[config.mk]
export PLATFORM = sky130hd
export DESIGN_NAME = led_cube_framebuffer_scan
export DESIGN_NICKNAME = d
export VERILOG_FILES = /design/src/design/lcfs_pkg.sv /design/src/design/lcfs_store.sv /design/src/design/led_cube_framebuffer_scan.sv
export SDC_FILE = /design/constraint.sdc
export NUM_CORES = 1
export LEC_CHECK = 0
export BUFFER_PORTS_ARGS = -buffer_cell sky130_fd_sc_hd__buf_2
export CAP_MARGIN = 5
export CORE_MARGIN = 2
export CORE_UTILIZATION = 52
export DETAILED_ROUTE_END_ITERATION = 6
export GPL_ROUTABILITY_DRIVEN = 0
export PLACE_DENSITY = 0.78
export SLEW_MARGIN = 0
export SYNTH_ARGS = -nofsm -noshare
export SYNTH_HDL_FRONTEND = slang
export SYNTH_HIERARCHICAL = 1
export SYNTH_SLANG_ARGS = --single-unit
export TNS_END_PERCENT = 5
[constraint.sdc]
create_clock -name clk -period 2.6 [get_ports clk]
set_input_delay 0.26 -clock clk [delete_from_list [all_inputs] [get_ports clk]]
set_output_delay 0.26 -clock clk [all_outputs]
set_load 0.01 [all_outputs]
[src/design/lcfs_pkg.sv]
// Package for the LED cube framebuffer scanner.
// Holds item structs, opcodes, the controller state type and the store request.
// No dependencies.
package lcfs_pkg;

  localparam int LAYERS_DEFAULT = 4;
  localparam int LAYERS_MAX     = 8;
  localparam int ROW_ADDR_W     = 3;   // enough for LAYERS_MAX rows
  localparam int ROW_W          = 16;  // two frame bytes per layer
  localparam int DRIVE_W        = 4;

  localparam logic [2:0] OP_TICK      = 3'd0;
  localparam logic [2:0] OP_SET       = 3'd1;
  localparam logic [2:0] OP_CLEAR     = 3'd2;
  localparam logic [2:0] OP_CLEAR_ALL = 3'd3;
  localparam logic [2:0] OP_SET_ALL   = 3'd4;

  typedef struct packed {
    logic [2:0]        opcode;
    logic signed [7:0] coord_x;
    logic signed [7:0] coord_y;
    logic signed [7:0] coord_z;
  } in_item_t;

  typedef struct packed {
    logic [7:0]         row_byte_first;
    logic [7:0]         row_byte_second;
    logic [DRIVE_W-1:0] column_drive;
  } out_item_t;

  typedef enum logic {
    ST_IDLE,
    ST_MODIFY
  } state_t;

  typedef struct packed {
    logic                  rd_en;
    logic [ROW_ADDR_W-1:0] rd_row;
    logic                  wr_en;
    logic [ROW_ADDR_W-1:0] wr_row;
    logic [ROW_W-1:0]      wr_data;
    logic                  fill_en;
    logic                  fill_ones;
  } store_req_t;

endpackage

[src/design/lcfs_store.sv]
// Frame store: one 16-bit row per layer, with a registered (synchronous) read.
// Per-row valid bits and a fill value give clear-all and set-all without writing each row.
// Depends on lcfs_pkg.
module lcfs_store #(
  parameter int LAYERS = lcfs_pkg::LAYERS_DEFAULT
) (
  input  logic                    clk,
  input  logic                    rst,
  input  lcfs_pkg::store_req_t    req,
  output logic [lcfs_pkg::ROW_W-1:0] rd_data
);

  localparam int RW = (LAYERS > 1) ? $clog2(LAYERS) : 1;

  logic [lcfs_pkg::ROW_W-1:0] mem [LAYERS];
  logic [LAYERS-1:0]          row_valid;
  logic                       fill_ones;
  logic [lcfs_pkg::ROW_W-1:0] rd_raw;
  logic                       rd_hit;
  logic                       rd_fill;

  always_ff @(posedge clk) begin
    if (req.wr_en) begin
      mem[req.wr_row[RW-1:0]] <= req.wr_data;
    end
    if (req.rd_en) begin
      rd_raw  <= mem[req.rd_row[RW-1:0]];
      rd_hit  <= row_valid[req.rd_row[RW-1:0]];
      rd_fill <= fill_ones;
    end
  end

  always_ff @(posedge clk) begin
    if (rst) begin
      row_valid <= '0;
      fill_ones <= 1'b0;
    end else if (req.fill_en) begin
      row_valid <= '0;
      fill_ones <= req.fill_ones;
    end else if (req.wr_en) begin
      row_valid[req.wr_row[RW-1:0]] <= 1'b1;
    end
  end

  // rows not written since the last fill read as the fill pattern
  assign rd_data = rd_hit ? rd_raw : {lcfs_pkg::ROW_W{rd_fill}};

  a_no_rd_wr_overlap: assert property (@(posedge clk) disable iff (rst)
    !(req.rd_en && req.wr_en))
    else $error("store read and write in the same cycle");

  a_no_fill_during_access: assert property (@(posedge clk) disable iff (rst)
    !(req.fill_en && (req.wr_en || req.rd_en)))
    else $error("fill overlaps a row access");

  a_fill_drops_rows: assert property (@(posedge clk) disable iff (rst)
    req.fill_en |=> (row_valid == '0))
    else $error("rows still valid after fill");

endmodule

[src/design/led_cube_framebuffer_scan.sv]
// Framebuffer and column scanner of a 4x4x4 LED cube. In-range set/clear pixel
// items and scan ticks pass through IDLE and MODIFY (store read, then modify/write
// or result load); clear-all, set-all, pixel items with an out-of-range coordinate
// and unused opcodes finish in IDLE. The registered read of the frame store is
// why reads need MODIFY. A tick whose result register is still full and stalled
// holds until the result is taken. No clearing pass after reset.
module led_cube_framebuffer_scan #(
  parameter int LAYERS = lcfs_pkg::LAYERS_DEFAULT
) (
  input  logic                clk,
  input  logic                rst,
  input  lcfs_pkg::in_item_t  item,
  input  logic                item_valid,
  output logic                item_stall,
  output lcfs_pkg::out_item_t result,
  output logic                result_valid,
  input  logic                result_stall
);

  localparam int RW = (LAYERS > 1) ? $clog2(LAYERS) : 1;

  lcfs_pkg::state_t     state, state_next;
  lcfs_pkg::store_req_t req;
  logic [lcfs_pkg::ROW_W-1:0] rd_data;

  logic          item_fire;
  logic          coord_ok;
  logic          pixel_op;
  logic          needs_read;
  logic          out_load;
  logic          col_advance;
  logic [RW-1:0] scan_column;
  logic          cur_tick;
  logic          cur_set;
  logic [3:0]    cur_bit;
  logic [RW-1:0] cur_row;
  logic [lcfs_pkg::ROW_W-1:0] bit_mask;
  logic [lcfs_pkg::DRIVE_W-1:0] drive;

  lcfs_store #(.LAYERS(LAYERS)) u_store (
    .clk     (clk),
    .rst     (rst),
    .req     (req),
    .rd_data (rd_data)
  );

  assign item_stall = (state != lcfs_pkg::ST_IDLE);
  assign item_fire  = item_valid && !item_stall;

  assign coord_ok = (item.coord_x[7:2] == '0) && (item.coord_y[7:2] == '0)
                    && !item.coord_z[7] && ($unsigned(item.coord_z) < 8'(LAYERS));
  assign pixel_op = (item.opcode == lcfs_pkg::OP_SET) || (item.opcode == lcfs_pkg::OP_CLEAR);
  assign needs_read = (item.opcode == lcfs_pkg::OP_TICK) || (pixel_op && coord_ok);

  assign bit_mask = lcfs_pkg::ROW_W'(1) << cur_bit;
  assign drive = (32'(scan_column) < lcfs_pkg::DRIVE_W) ?
                 (lcfs_pkg::DRIVE_W'(1) << scan_column) : '0;

  always_ff @(posedge clk) begin
    if (rst) begin
      state <= lcfs_pkg::ST_IDLE;
    end else begin
      state <= state_next;
    end
  end

  always_comb begin
    state_next    = state;
    req           = '0;
    out_load      = 1'b0;
    col_advance   = 1'b0;
    unique case (state)
      lcfs_pkg::ST_IDLE: begin
        if (item_fire) begin
          if (needs_read) begin
            req.rd_en  = 1'b1;
            req.rd_row = (item.opcode == lcfs_pkg::OP_TICK) ?
                         lcfs_pkg::ROW_ADDR_W'(scan_column) :
                         lcfs_pkg::ROW_ADDR_W'(item.coord_z[RW-1:0]);
            state_next = lcfs_pkg::ST_MODIFY;
          end else if (item.opcode == lcfs_pkg::OP_CLEAR_ALL ||
                       item.opcode == lcfs_pkg::OP_SET_ALL) begin
            req.fill_en   = 1'b1;
            req.fill_ones = (item.opcode == lcfs_pkg::OP_SET_ALL);
          end
        end
      end
      lcfs_pkg::ST_MODIFY: begin
        if (cur_tick) begin
          // hold until the result register can take the transfer
          if (!result_valid || !result_stall) begin
            out_load    = 1'b1;
            col_advance = 1'b1;
            state_next  = lcfs_pkg::ST_IDLE;
          end
        end else begin
          req.wr_en   = 1'b1;
          req.wr_row  = lcfs_pkg::ROW_ADDR_W'(cur_row);
          req.wr_data = cur_set ? (rd_data | bit_mask) : (rd_data & ~bit_mask);
          state_next  = lcfs_pkg::ST_IDLE;
        end
      end
      default: state_next = lcfs_pkg::ST_IDLE;
    endcase
  end

  always_ff @(posedge clk) begin
    if (item_fire && needs_read) begin
      cur_tick <= (item.opcode == lcfs_pkg::OP_TICK);
      cur_set  <= (item.opcode == lcfs_pkg::OP_SET);
      cur_bit  <= {item.coord_y[1:0], item.coord_x[1:0]};
      cur_row  <= item.coord_z[RW-1:0];
    end
  end

  always_ff @(posedge clk) begin
    if (rst) begin
      scan_column <= '0;
    end else if (col_advance) begin
      scan_column <= (scan_column == RW'(LAYERS - 1)) ? '0 : scan_column + 1'b1;
    end
  end

  always_ff @(posedge clk) begin
    if (rst) begin
      result_valid <= 1'b0;
    end else if (out_load) begin
      result_valid <= 1'b1;
    end else if (!result_stall) begin
      result_valid <= 1'b0;
    end
  end

  always_ff @(posedge clk) begin
    if (out_load) begin
      result.row_byte_first  <= rd_data[7:0];
      result.row_byte_second <= rd_data[15:8];
      result.column_drive    <= drive;
    end
  end

  a_tick_goes_modify: assert property (@(posedge clk) disable iff (rst)
    (item_fire && item.opcode == lcfs_pkg::OP_TICK) |=> (state == lcfs_pkg::ST_MODIFY))
    else $error("tick did not start a store read");

  a_pixel_two_cycles: assert property (@(posedge clk) disable iff (rst)
    (state == lcfs_pkg::ST_MODIFY && !cur_tick) |=> (state == lcfs_pkg::ST_IDLE))
    else $error("pixel write took more than one modify cycle");

  a_column_moves_with_result: assert property (@(posedge clk) disable iff (rst)
    !out_load |=> $stable(scan_column))
    else $error("scan column moved without a result");

endmodule

==> Yosys cells after proc, flatten, opt, wreduce, memory -nomap -nowiden <==
Memories as Yosys holds them, arrays and structs flattened. A register that Yosys moved wholly into a read port is not among the register bits.
Index checks and enable logic that the tools add are counted.
{ "totals": {"register_bits": 39, "ram_bits": 64, "in_bits": 31, "out_inout_bits": 22, "elab_cells": 81, "n_memories": 1} }
{ "memory_table": {"columns": ["memory", "words", "word_bits", "read_ports", "rd_clocked_by_memory_dff", "write_ports", "line", "source"], "rows": [
  ["u_store.mem", 4, 16, 1, 1, 1, "lcfs_store.sv:15", "logic [lcfs_pkg::ROW_W-1:0] mem [LAYERS];"]
]} }
{ "op_classes": {"add_sub_neg": 1, "magnitude_cmp": 4, "n_eq_ne": 6, "shifts": 2, "n_mux": 29, "n_bitwise": 5, "n_reduce_logical": 19} }
{ "ops": {"columns": ["cell", "count"], "rows": [
  ["20-bit 2-to-1 mux", 2],
  ["16-bit 2-to-1 mux", 2],
  ["16-bit AND", 1],
  ["16-bit inverter", 1],
  ["16-bit bitwise OR", 1],
  ["1-bit by 4-bit left shift with 16-bit output (first input constant)", 1],
  ["1-bit 2-to-1 mux", 13],
  ["6-bit logical NOT", 2],
  ["2-bit 2-to-1 mux", 6],
  ["4-bit 2-to-1 mux", 3],
  ["8-bit by 3-bit < comparator with 1-bit output (second input constant)", 1],
  ["1-bit logical AND", 7],
  ["3-bit by 2-bit == test with 1-bit output (second input constant)", 2],
  ["2-bit by 3-bit < comparator with 1-bit output (second input constant)", 2],
  ["1-bit logical NOT", 4],
  ["1-bit logical OR", 4],
  ["4-bit bitwise OR", 1],
  ["1-bit by 2-bit left shift with 4-bit output (first input constant)", 1],
  ["3-bit by 1-bit == test with 1-bit output (second input constant)", 1],
  ["3-bit == test (second input constant)", 1],
  ["3-bit logical NOT", 1],
  ["2-bit by 1-bit adder with 2-bit output (second input constant)", 1],
  ["1-bit binary-select mux with 2-bit select", 1],
  ["1-bit demux with 2-bit select", 1],
  ["other kinds (6)", 6]
]} }

==> Logic depth before layout (Yosys ltp) <==
Gate-level depths: netlist (run 1).
{ "logic_depth": {"ltp_word": 11, "ltp_mapped": 7, "mapped_depth_nobuf": 5} }

==> Cells and area by module <==
The synthesis (run 1) kept the hierarchy.
{ "by_module_without_submodules": {"columns": ["module", "n_inst", "cells_each", "area_per_inst_um2", "seq_area_each_um2"], "rows": [
  ["lcfs_store", 1, 156, 3236.9, 2562.5],
  ["led_cube_framebuffer_scan", 1, 138, 1596.5, 920.9]
]} }

==> Worst setup path after synthesis (run 1) <==
No wires, ideal clock.
{ "synth_path": {"kind": "reg2reg", "startpoint": "register cur_tick", "endpoint": "memory u_store/mem[0][0] (netlist bit), enable pin", "setup_ns": 0.415, "arrival_ns": 2.149, "required_time_ns": 2.185, "setup_slack_ns": 0.036, "path_stages_with_launch": 6, "n_path_buf": 1, "period_less_slack_ns": 2.564, "cell_sequence": "edfxtp_1 -> nand2b_1 -> buf_2 -> inv_1 -> and2_1 -> nor3b_1"} }
{ "synth_lines": {"columns": ["element", "line", "source"], "rows": [
  ["start, declared", "led_cube_framebuffer_scan.sv:33", "logic cur_tick;"],
  ["start signal, assigned", "led_cube_framebuffer_scan.sv:109", "cur_tick <= (item.opcode == lcfs_pkg::OP_TICK);"],
  ["end, declared", "lcfs_store.sv:15", null]
]} }

==> results of run 1 <==
==> cell type report <==
class	instances	share of cell area [%]
Clock buffer	18	7.09
Clock inverter	14	2.59
Inverter	2	0.149
Multi-Input combinational cell	161	21.5
Sequential cell	119	59.1
Tap cell	111	2.36
Timing Repair Buffer	70	7.22
==> sequential cells by signal, indices dropped and copies added, names as in the netlist <==
signal,flops
scan_column,2
result,20
cur_set,1
item_stall,1
u_store/rd_fill,1
cur_row,2
result_valid,1
cur_tick,1
u_store/fill_ones,1
u_store/rd_raw,16
u_store/rd_hit,1
cur_bit,4
u_store/mem,64
u_store/row_valid,4
==> cell usage in the layout (no fill, tap or decap), types with 2 or more instances in the layout <==
cell and n:
clkbuf_16 16, dlygate4sd3_1 7, nor3_2 3, clkinv_2 3
nor3_1 4, dfxtp_1 9, nand3_1 2, and3b_1 2
edfxtp_1 110, nor2b_1 2, and2_1 3, buf_2 52
clkinv_4 4, o21ai_2 2, inv_6 2, o21a_1 4
a21oi_1 3, bufinv_16 2, clkinvlp_4 4, nor2_1 32
nand2b_1 7, nand2_1 44, mux4_1 7, nor4_1 3
mux2i_1 18, buf_4 10, mux4_2 10
==> path summary, 6_finish.rpt <==
path | startpoint | endpoint | cells past startpoint
setup / recovery | item_stall | u_store/rd_raw[15] | 5
hold / removal | result_stall | result_valid | 3
setup reg to reg | item_stall | u_store/rd_raw[15] | 5
hold reg to reg | u_store/fill_ones | u_store/rd_fill | 0
==> worst min-delay path, stage by stage <==
cell	delay, ps
buf_2	120
nand2_1	70
a21oi_1	50
==> routing by layer <==
metal | global-route usage (%) | vias to the layer above | part of all wire, % | wire length (microns)
met4 | 8.54 | 0 | 1.6 | 139
met5 | 0 | - | 0 | 0
met2 | 31.0 | 75 | 52 | 4460
li1 | - | 1281 | - | -
met3 | 4.18 | 13 | 4.6 | 394
met1 | 23.2 | 1322 | 42 | 3660
==> through the flow <==
stage	util [%]	setup WS [ps]	cell area [sq um]	hold WS [ps]
2_1_floorplan	-	35.7	4830	326
3_3_place_gp	57.7	359	5260	421
3_5_place_dp	57.7	279	5260	415
4_1_cts	64.7	516	5900	26.6
5_1_grt	64.7	421	5900	48.3
6_report	64.7	526	5900	39.8
==> power breakdown <==
| part | switching [mW] | total (mW) | internal [mW] |
|---|---|---|---|
| combinational | 0.0537 | 0.0989 | 0.0452 |
| sequential | 0.0102 | 2.09 | 2.08 |
| clock | 0.825 | 2.19 | 1.37 |
| total | 0.889 | 4.38 | 3.49 |
==> repair_timing <==
action,in CTS,in global routing
resized for setup,0,0
endpoints found under the hold margin,11,0
hold buffers,7,0
==> metrics.log, run 1 <==
[metrics] count of input and output buffers: between 50 and 60
[metrics] routed length per instance: 17.5 microns
[metrics] post-CTS setup-driven buffer insertion count: 0
[metrics] family of cells with the greatest summed delay on the critical path: multiplexers
[metrics] FMAX: 482 MHz
[metrics] number of antenna violations at the first check in global routing: 0
[metrics] final clock period utilization by the worst path: 79.8%
[metrics] clock transition at the registers of the reported paths: approximately 60 ps
[metrics] Yosys warnings: 6
[metrics] first drt pass iteration count: 5
[metrics] TritonCTS clock tree: done
[metrics] overflow left after global routing: 0
[metrics] antenna diode instance count: 0
[metrics] Syn Nets: 325
[metrics] pin count of the biggest net entering global routing: 23
[metrics] post-route ant nets: 0
[metrics] critical-path cell list: and2b_1 -> nand4_4 -> o21ai_2 -> buf_12 -> mux4_1
[metrics] number of nets in the finished design: 403
[metrics] startpoint type of the worst setup path: flop
[metrics] Inserted Clock Buffers: 17
[metrics] Worst Setup End Kind: flop
[metrics] Clock Path Buffers: 2
[metrics] final critical delay including setup and external delays: 2070 ps
[metrics] CP required: 2840 ps
[metrics] Fill cells: slightly below 600
[metrics] standard cell core area: 9110 sq um
[metrics] die outline width: 100 microns
[metrics] measured slew at the worst slew-check pin: 477 ps
[metrics] register-to-register setup slack: 530 ps
[metrics] Post-Route Setup TNS: 0 ps
[metrics] root buffer cell: clkbuf_8
[metrics] number of global-route vias before repair: around 2600
[metrics] Starting DRT DRC Count: 149
[metrics] mapped cell area: 4830 sq um
[metrics] longest individual stage delay on the worst path: between 500 and 600 ps
[metrics] worst min-delay path class: input pin to flop
[metrics] total global routing track utilization: between 15 and 20%
[metrics] Boundary Pins: 53
[metrics] row count: 35
[metrics] post-synthesis cell count: 293
[metrics] area of the die: 10100 sq um
[metrics] worst vdd rail ir drop: 0.430 mV
[metrics] PD cells: 743 nW/um^2
[metrics] total buffers and inverters traversed by the critical path: 1
[metrics] Area growth syn-to-layout: 22.1%
[metrics] floorplan die height: between 100 and 150 microns
[metrics] data arrival at the endpoint of the critical path: 2320 ps
[metrics] H-tree levels: 4
[metrics] wire length of the first global-routing pass: between 10000 and 15000 microns
[metrics] flip-flop and latch area: roughly 3500 sq um
[metrics] Setup violations, final: 0
[metrics] Clock Latency Late Sink: around 520 ps
[metrics] clk_skew: about 7.3 ps
[metrics] maximum net fanout on the critical path: 17
[metrics] total count of max-transition violations in the final report: 0
[metrics] post-detailed-route DRC marker count: 0
[metrics] count of maximum capacitance violations: 0
[metrics] aggregate routed wire length: 8660 microns
[metrics] number of hold violations in the final report: 0
[metrics] Leakage Power: ~2 nW
[metrics] placed instance count: roughly 460
[metrics] Crit Path Class: flop to flop
[metrics] average size of a mapped cell: 16.5 sq um
[metrics] area of combinational cells with multiple inputs: 1270 sq um
[metrics] post-layout total power: 4.38 mW
[metrics] setup repair after global routing missed its margin: false
[metrics] routed vias: 2691
[metrics] outcome: finished, final reports clean
[metrics] Non-Filler Instances: between 400 and 500
[metrics] post-detailed-placement half-perimeter wirelength: 5480 microns
[metrics] fraction of layout instances using a drive strength above 1: between 30% and 40%
[metrics] ratio of routed vias to standard cells: 5.44
[metrics] starting utilization of the core area: between 50% and 60%
[metrics] worst-path cell with the longest stage delay: mux4_1
[metrics] normalized max-slew margin: slightly below 70%
[metrics] total clock sinks: between 100 and 150
Power figures use the tool's default switching activity.
==> run 2, diff against run 1 <==
clock period = 1.9 ns   (was 2.6 ns; I/O delays follow)
==> run 2 against run 1 <==
Against the previous run: cell count grew 2.0%; global-route usage rose by 1.3 points; setup slack worse by 490 ps; combinational power rose by 52%; critical path depth unchanged; critical endpoint unchanged; largest power group unchanged; first-iteration DRC count is 58% higher; core utilization rose by 1.8 points.
==> metrics.log, run 2 (same netlist as run 1, synthesis figures left out) <==
[metrics] outcome: finished, final reports clean
[metrics] overflow left after global routing: 0 (unchanged)
[metrics] routed length per instance: 18.5 microns (+6.0%)
[metrics] H-tree levels: 4 (unchanged)
[metrics] worst min-delay path class: input pin to flop
[metrics] Non-Filler Instances: 505 (+2.0%)
[metrics] most frequent cells in the layout: edfxtp_1, buf_2, nand2_1
[metrics] first drt pass iteration count: 4 (-1)
[metrics] Net Sw Power: 1.33 mW (+50%)
[metrics] normalized max-slew margin: 61.6% (-6.7 points)
[metrics] FMAX: 536 MHz (+11%)
[metrics] fraction of layout instances using a drive strength above 1: 35.0% (+4.3 points)
[metrics] setup repair after global routing missed its margin: true
[metrics] wire length of the first global-routing pass: 14600 microns (+7.5%)
[metrics] worst setup path endpoint: u_store/rd_raw[15]
[metrics] measured slew at the worst slew-check pin: 577 ps (+99.9 ps)
[metrics] PD cells: 998 nW/um^2 (+34%)
[metrics] Worst Reg-to-Reg Cells: 5 (unchanged)
[metrics] starting utilization of the core area: 53.0% (unchanged)
[metrics] total global routing track utilization: 19.9% (+1.3 points)
[metrics] worst hold-check slack: 102 ps (+62.4 ps)
[metrics] post-route ant nets: 0 (unchanged)
[metrics] commonest non-fill, non-tap cell in the layout: edfxtp_1
[metrics] met3 Resource Use GR: 6.75% (+2.6 points)
[metrics] pre-CTS worst setup slack: -237 ps (-516 ps)
[metrics] floorplan die height: 100 microns (unchanged)
[metrics] number of global-route vias before repair: 2745 (+3.8%)
[metrics] worst reg2reg endpoint: u_store/rd_raw[15]
[metrics] TritonCTS clock tree: done
[metrics] register-to-register setup slack: 30 ps (-490 ps)
[metrics] worst r2r src: item_stall
[metrics] Clock Latency Late Sink: 510 ps (about the same)
[metrics] placed instance count: 463 (+1.5%)
[metrics] Area growth syn-to-layout: 25.4%
[metrics] number of hold violations in the final report: 0 (unchanged)
[metrics] part of the power in combinational logic: 2.5% (+0.2 points)
[metrics] worst setup slack after layout: 33.7 ps (-493 ps)
[metrics] final instance area: 6060 sq um (+2.7%)
[metrics] Worst Setup End Kind: flop
[metrics] ratio of routed vias to standard cells: 5.45 (+0.31%)
[metrics] routed vias: 2754 (+2.3%)
[metrics] root buffer cell: clkbuf_8
[metrics] CP Launch Point: item_stall
[metrics] number of antenna violations at the first check in global routing: 0 (unchanged)
[metrics] startpoint type of the worst setup path: flop
[metrics] post-place instance area: 5390 sq um (+2.5%)
[metrics] final critical delay including setup and external delays: 1870 ps (-207 ps)
[metrics] part of the power in the clock network: 50.1% (about the same)
[metrics] Power Internal: 4.71 mW (+35%)
[metrics] flip-flop count of the largest register, all copies and words added: 64 (unchanged)
[metrics] number of nets in the finished design: 413 (+2.5%)
[metrics] proportion of power drawn by flip-flops and latches: 47.4% (-0.3 points)
[metrics] Most Crowded Layer GR: met2
[metrics] count of maximum capacitance violations: 0 (unchanged)
[metrics] Starting DRT DRC Count: 236 (+58%)
[metrics] Post-Route Setup TNS: 0 ps (unchanged)
[metrics] standard cell core area: 9110 sq um (unchanged)
[metrics] clock transition at the registers of the reported paths: 60 ps (about the same)
[metrics] post-detailed-placement half-perimeter wirelength: 5390 microns (-1.6%)
[metrics] Sw Ratio: 22.0% (+1.7 points)
[metrics] final clock period utilization by the worst path: 98.2% (+18 points)
[metrics] maximum net fanout on the critical path: 9 (-8)
[metrics] Setup violations, final: 0 (unchanged)
[metrics] global routing met1 resource utilization: 26.6% (+3.4 points)
[metrics] worst vdd rail ir drop: 0.505 mV (+18%)
[metrics] aggregate routed wire length: 9370 microns (+8.2%)
[metrics] pin count of the biggest net entering global routing: 23 (unchanged)
[metrics] Inserted Clock Buffers: 17 (unchanged)
[metrics] Leakage Power: 2.07 nW (+3.2%)
[metrics] post-detailed-route DRC marker count: 0 (unchanged)
[metrics] Crit Path Class: flop to flop
[metrics] count of input and output buffers: 52 (unchanged)
[metrics] data arrival at the endpoint of the critical path: 2110 ps (-210 ps)
[metrics] row count: 35 (unchanged)
[metrics] CP required: 2140 ps (-700 ps)
[metrics] die outline width: 100 microns (unchanged)
[metrics] Boundary Pins: 53 (unchanged)
[metrics] met2 Use GR: 30.3% (-0.72 points)
[metrics] antenna diode instance count: 0 (unchanged)
[metrics] Clock Path Buffers: 2 (unchanged)
[metrics] clk_skew: 10.1 ps (+2.81 ps)
[metrics] area of the die: 10100 sq um (unchanged)
[metrics] total clock sinks: 119 (unchanged)
[metrics] total count of max-transition violations in the final report: 0 (unchanged)
-- run 2: cell count changes in the layout (fill, tap and decap cells not counted), sizes merged, moves of 3 or more --
cell      before  now
buf           63   72
clkinv         7    4
clkinvlp       4    1
inv            3   11
-- run 2: routing by layer --
metal	wire, microns	up-vias	share of wire [%]
met5	0	-	0
met4	196	0	2.1
met3	494	19	5.3
met2	4550	103	49
met1	4130	1345	44
li1	-	1287	-
-- run 2: what timing repair did --
item | 4_1_cts | 5_1_grt
setup endpoints to repair | 17 | 21
hold endpoints to repair | 11 | 0
pin swaps | 1 | 1
setup buffers | 2 | 0
gates cloned | 1 | 0
gates resized for setup | 9 | 3
hold buffers | 8 | 0
-- run 2: final cells by class --
cell class,count,area (sq um)
Sequential cell,119,3480
Fill cell,586,3050
Multi-Input combinational cell,161,1260
Timing Repair Buffer,80,591
Clock buffer,17,414
Clock inverter,15,158
Tap cell,111,139
Inverter,2,8.76
-- run 2: power by group through the flow --
stage | registers [mW] | clock network [mW] | logic [mW]
5_1_grt | 2.86 | 3.21 | 0.163
3_3_place_gp | 2.92 | 0 | 0.127
4_1_cts | 2.86 | 3.06 | 0.148
6_report | 2.86 | 3.03 | 0.150
2_1_floorplan | 2.91 | 0 | 0.0617
3_5_place_dp | 2.92 | 0 | 0.130
-- run 2: worst max-delay path, cell delays in order (launching register included) --
cell and delay, ps:
dfxtp_2 320, and2b_2 250, nand4_4 100, o21ai_4 230
buf_12 180, mux4_2 520
-- run 2: how the worst min path moves through the flow --
stage                     startpoint         end  slack, ps  depth (start not counted)
after floorplan                  rst  item_stall        260                          1
after global placement      item[17]  cur_bit[1]        370                          1
after detailed placement     item[9]  cur_bit[3]        370                          1
after CTS                   item[25]     cur_set         80                          3
after global routing        item[25]     cur_set         80                          3
final                       item[25]     cur_set        100                          3
-- run 2: per-stage QoR --
stage,util (%),power (mW)
floorplan,-,2.97
global placement,59.2,3.04
detailed placement,59.2,3.05
CTS,66.8,6.07
global route,66.5,6.24
finish,66.5,6.04
==> run 3, diff against run 2 <==
ABC_AREA = 1   (was not set)
CORE_UTILIZATION = 53   (was 52)
PLACE_DENSITY = 0.79   (was 0.78)
==> run 3 against run 2 <==
Against the previous run: cell area increased by 5.8%; total power is 1.1% higher; core utilization is 0.31 points lower; wire length increased by 21%; sequential share of layout area is 3.2 points lower; largest cell class unchanged; fmax increased by 4.7%; critical path type unchanged; non-clock buffer count is 5 lower; synthesized cell count up 76%; clock-buffer cell count up 2; clock power rose by 2%; setup slack improved by 83 ps.
==> metrics.log, run 3 <==
[metrics] Worst Setup End Kind: flop
[metrics] Setup violations, final: 0 (unchanged)
[metrics] area of combinational cells with multiple inputs: 1220 sq um (-3.1%)
[metrics] Clock Path Buffers: 2 (unchanged)
[metrics] critical-path cell list: inv_1 -> nand2_1 -> inv_1 -> nand2_1 -> a21oi_2 -> buf_12 -> inv_8 -> nand2_1 -> nand3_1 -> nand2_1
[metrics] Clock Latency Late Sink: 520 ps (about the same)
[metrics] Starting DRT DRC Count: 348 (+47%)
[metrics] Boundary Pins: 53 (unchanged)
[metrics] final critical delay including setup and external delays: 1780 ps (-83.3 ps)
[metrics] clk_skew: 6.08 ps (-4.01 ps)
[metrics] met3 layer wire length in the routed design: 789 microns (+60%)
[metrics] aggregate routed wire length: 11400 microns (+21%)
[metrics] row count: 36 (+2.9%)
[metrics] FMAX: 561 MHz (+4.7%)
[metrics] routed vias: 3851 (+40%)
[metrics] floorplan die height: 104 microns (+3.3%)
[metrics] die outline width: 104 microns (+3.3%)
[metrics] measured slew at the worst slew-check pin: 498 ps (-78.1 ps)
[metrics] total count of max-transition violations in the final report: 0 (unchanged)
[metrics] count of maximum capacitance violations: 0 (unchanged)
[metrics] overflow left after global routing: 0 (unchanged)
[metrics] root buffer cell: clkbuf_8
[metrics] longest individual stage delay on the worst path: 370 ps (-150 ps)
[metrics] setup repair after global routing missed its margin: true
[metrics] CP required: 2180 ps (+40 ps)
[metrics] outcome: finished, final reports clean
[metrics] Fill cells: 644 (+9.9%)
[metrics] Worst Reg-to-Reg Cells: 10 (+5)
[metrics] worst min-delay path class: input pin to flop
[metrics] normalized max-slew margin: 66.8% (+5.2 points)
[metrics] post-detailed-route DRC marker count: 0 (unchanged)
[metrics] startpoint type of the worst setup path: flop
[metrics] number of global-route vias before repair: 3727 (+36%)
[metrics] post-detailed-placement half-perimeter wirelength: 6930 microns (+28%)
[metrics] Post-Route Setup TNS: 0 ps (unchanged)
[metrics] cell repeated most along the worst path: nand2_1
[metrics] flip-flop count of the largest register, all copies and words added: 64 (unchanged)
[metrics] number of cells on the worst hold path: 4 (+1)
[metrics] wire length of the first global-routing pass: 17900 microns (+23%)
[metrics] post-layout total power: 6.11 mW (+1.1%)
[metrics] commonest non-fill, non-tap cell in the layout: nand2_1
[metrics] post-synthesis cell count: 516 (+76%)
[metrics] antenna diode instance count: 0 (unchanged)
[metrics] ratio of routed vias to standard cells: 5.21 (-4.4%)
[metrics] count of input and output buffers: 52 (unchanged)
[metrics] Max Used Layer: met4
[metrics] flip-flop and latch area: 3480 sq um (about the same)
[metrics] post-route ant nets: 0 (unchanged)
[metrics] first drt pass iteration count: 4 (unchanged)
[metrics] number of antenna violations at the first check in global routing: 0 (unchanged)
[metrics] mapped cell area: 5260 sq um (+8.9%)
[metrics] total clock sinks: 119 (unchanged)
[metrics] Syn Nets: 548 (+69%)
[metrics] maximum net fanout on the critical path: 35 (+26)
[metrics] Crit Path Class: flop to flop
[metrics] Inserted Clock Buffers: 17 (unchanged)
[metrics] TritonCTS clock tree: done
[metrics] starting utilization of the core area: 54.3% (+1.3 points)
[metrics] average size of a mapped cell: 10.2 sq um (-38%)
[metrics] routed wire length on met2: 5590 microns (+23%)
[metrics] final clock period utilization by the worst path: 93.8% (-4.4 points)
[metrics] pin count of the biggest net entering global routing: 36 (+57%)
[metrics] PD cells: 953 nW/um^2 (-4.4%)
[metrics] most frequent cells in the layout: nand2_1, edfxtp_1, inv_1
[metrics] number of nets in the finished design: 625 (+51%)
[metrics] worst vdd rail ir drop: 0.546 mV (+7.9%)
[metrics] clock transition at the registers of the reported paths: 60 ps (about the same)
[metrics] standard cell core area: 9680 sq um (+6.3%)
[metrics] Area growth syn-to-layout: 21.8%
[metrics] data arrival at the endpoint of the critical path: 2060 ps (-50 ps)
[metrics] total global routing track utilization: 21.8% (+1.9 points)
[metrics] fraction of layout instances using a drive strength above 1: 19.0% (-16 points)
[metrics] routed length per instance: 15.4 microns (-17%)
[metrics] utilization of the core after routing: 66.2% (-0.31 points)
[metrics] number of hold violations in the final report: 0 (unchanged)
[metrics] Leakage Power: 2.82 nW (+36%)
[metrics] area of the die: 10700 sq um (+6.6%)
[metrics] H-tree levels: 4 (unchanged)
[metrics] Yosys warnings: 6 (unchanged)
[metrics] worst-path cell with the longest stage delay: dfxtp_1
[metrics] routed metal-1 wirelength: 4550 microns (+10%)
==> run 3: changes by cell type in the layout (fill, tap and decap cells not counted), sizes merged, moves of 7 or more <==
cell	previous run	this run
a21oi	4	25
buf	72	65
inv	11	110
mux2i	18	0
mux4	17	0
nand2	44	140
nand2b	7	0
nand3	2	44
o21ai	3	15
==> run 3: cell type report <==
| cell class | count | share of cell area [%] |
|---|---|---|
| clock buffer | 19 | 6.58 |
| clock inverter | 13 | 2.42 |
| inverter | 110 | 6.66 |
| multi-input combinational | 270 | 19.1 |
| sequential | 119 | 54.4 |
| tap | 133 | 2.60 |
| timing repair buffer | 75 | 8.32 |
==> run 3: stage by stage <==
step	instance area, sq um	hold slack, ps	setup slack [ps]	std cells
floorplan	5260	259	175	516
global placement	5710	371	109	696
detailed placement	5710	370	28.3	696
CTS	6380	26.6	59.6	738
global route	6410	60.2	-21.1	739
finish	6410	70.3	117	739
==> run 3: worst paths after layout <==
path | from | endpoint | slack [ps]
max | item_stall | u_store/rd_raw[4] | 120
min | item[24] | u_store/fill_ones | 70
max reg2reg | item_stall | u_store/rd_raw[4] | 120
min reg2reg | u_store/fill_ones | u_store/rd_fill | 470
==> run 3: repair_timing <==
item / in CTS / in global routing
hold endpoints to repair: 12 / 0
gates resized for setup: 0 / 2
buffers inserted: 0 / 1
endpoints found under the setup margin: 0 / 33
hold buffers: 10 / 0
==> run 3: power breakdown <==
| part | leakage, nW | switching (mW) | internal (mW) |
|---|---|---|---|
| clock | 0.269 | 1.11 | 1.98 |
| sequential | 1.03 | 0.00882 | 2.85 |
| combinational | 1.52 | 0.0889 | 0.0648 |
==> run 3: metal layers <==
layer	global-route usage (%)	vias up
met2	36.9	186
met4	12.9	0
li1	-	1820
met1	25.5	1803
met3	4.91	42
met5	0	-
==> run 3: critical path, delay by kind of cell, from the launching register on <==
kind                   cells  cell delay, ps
flip-flops                 1             370
buffers and inverters      4             530
AND/OR/NAND/NOR            5             550
AO/OA/AOI/OAI              1              70
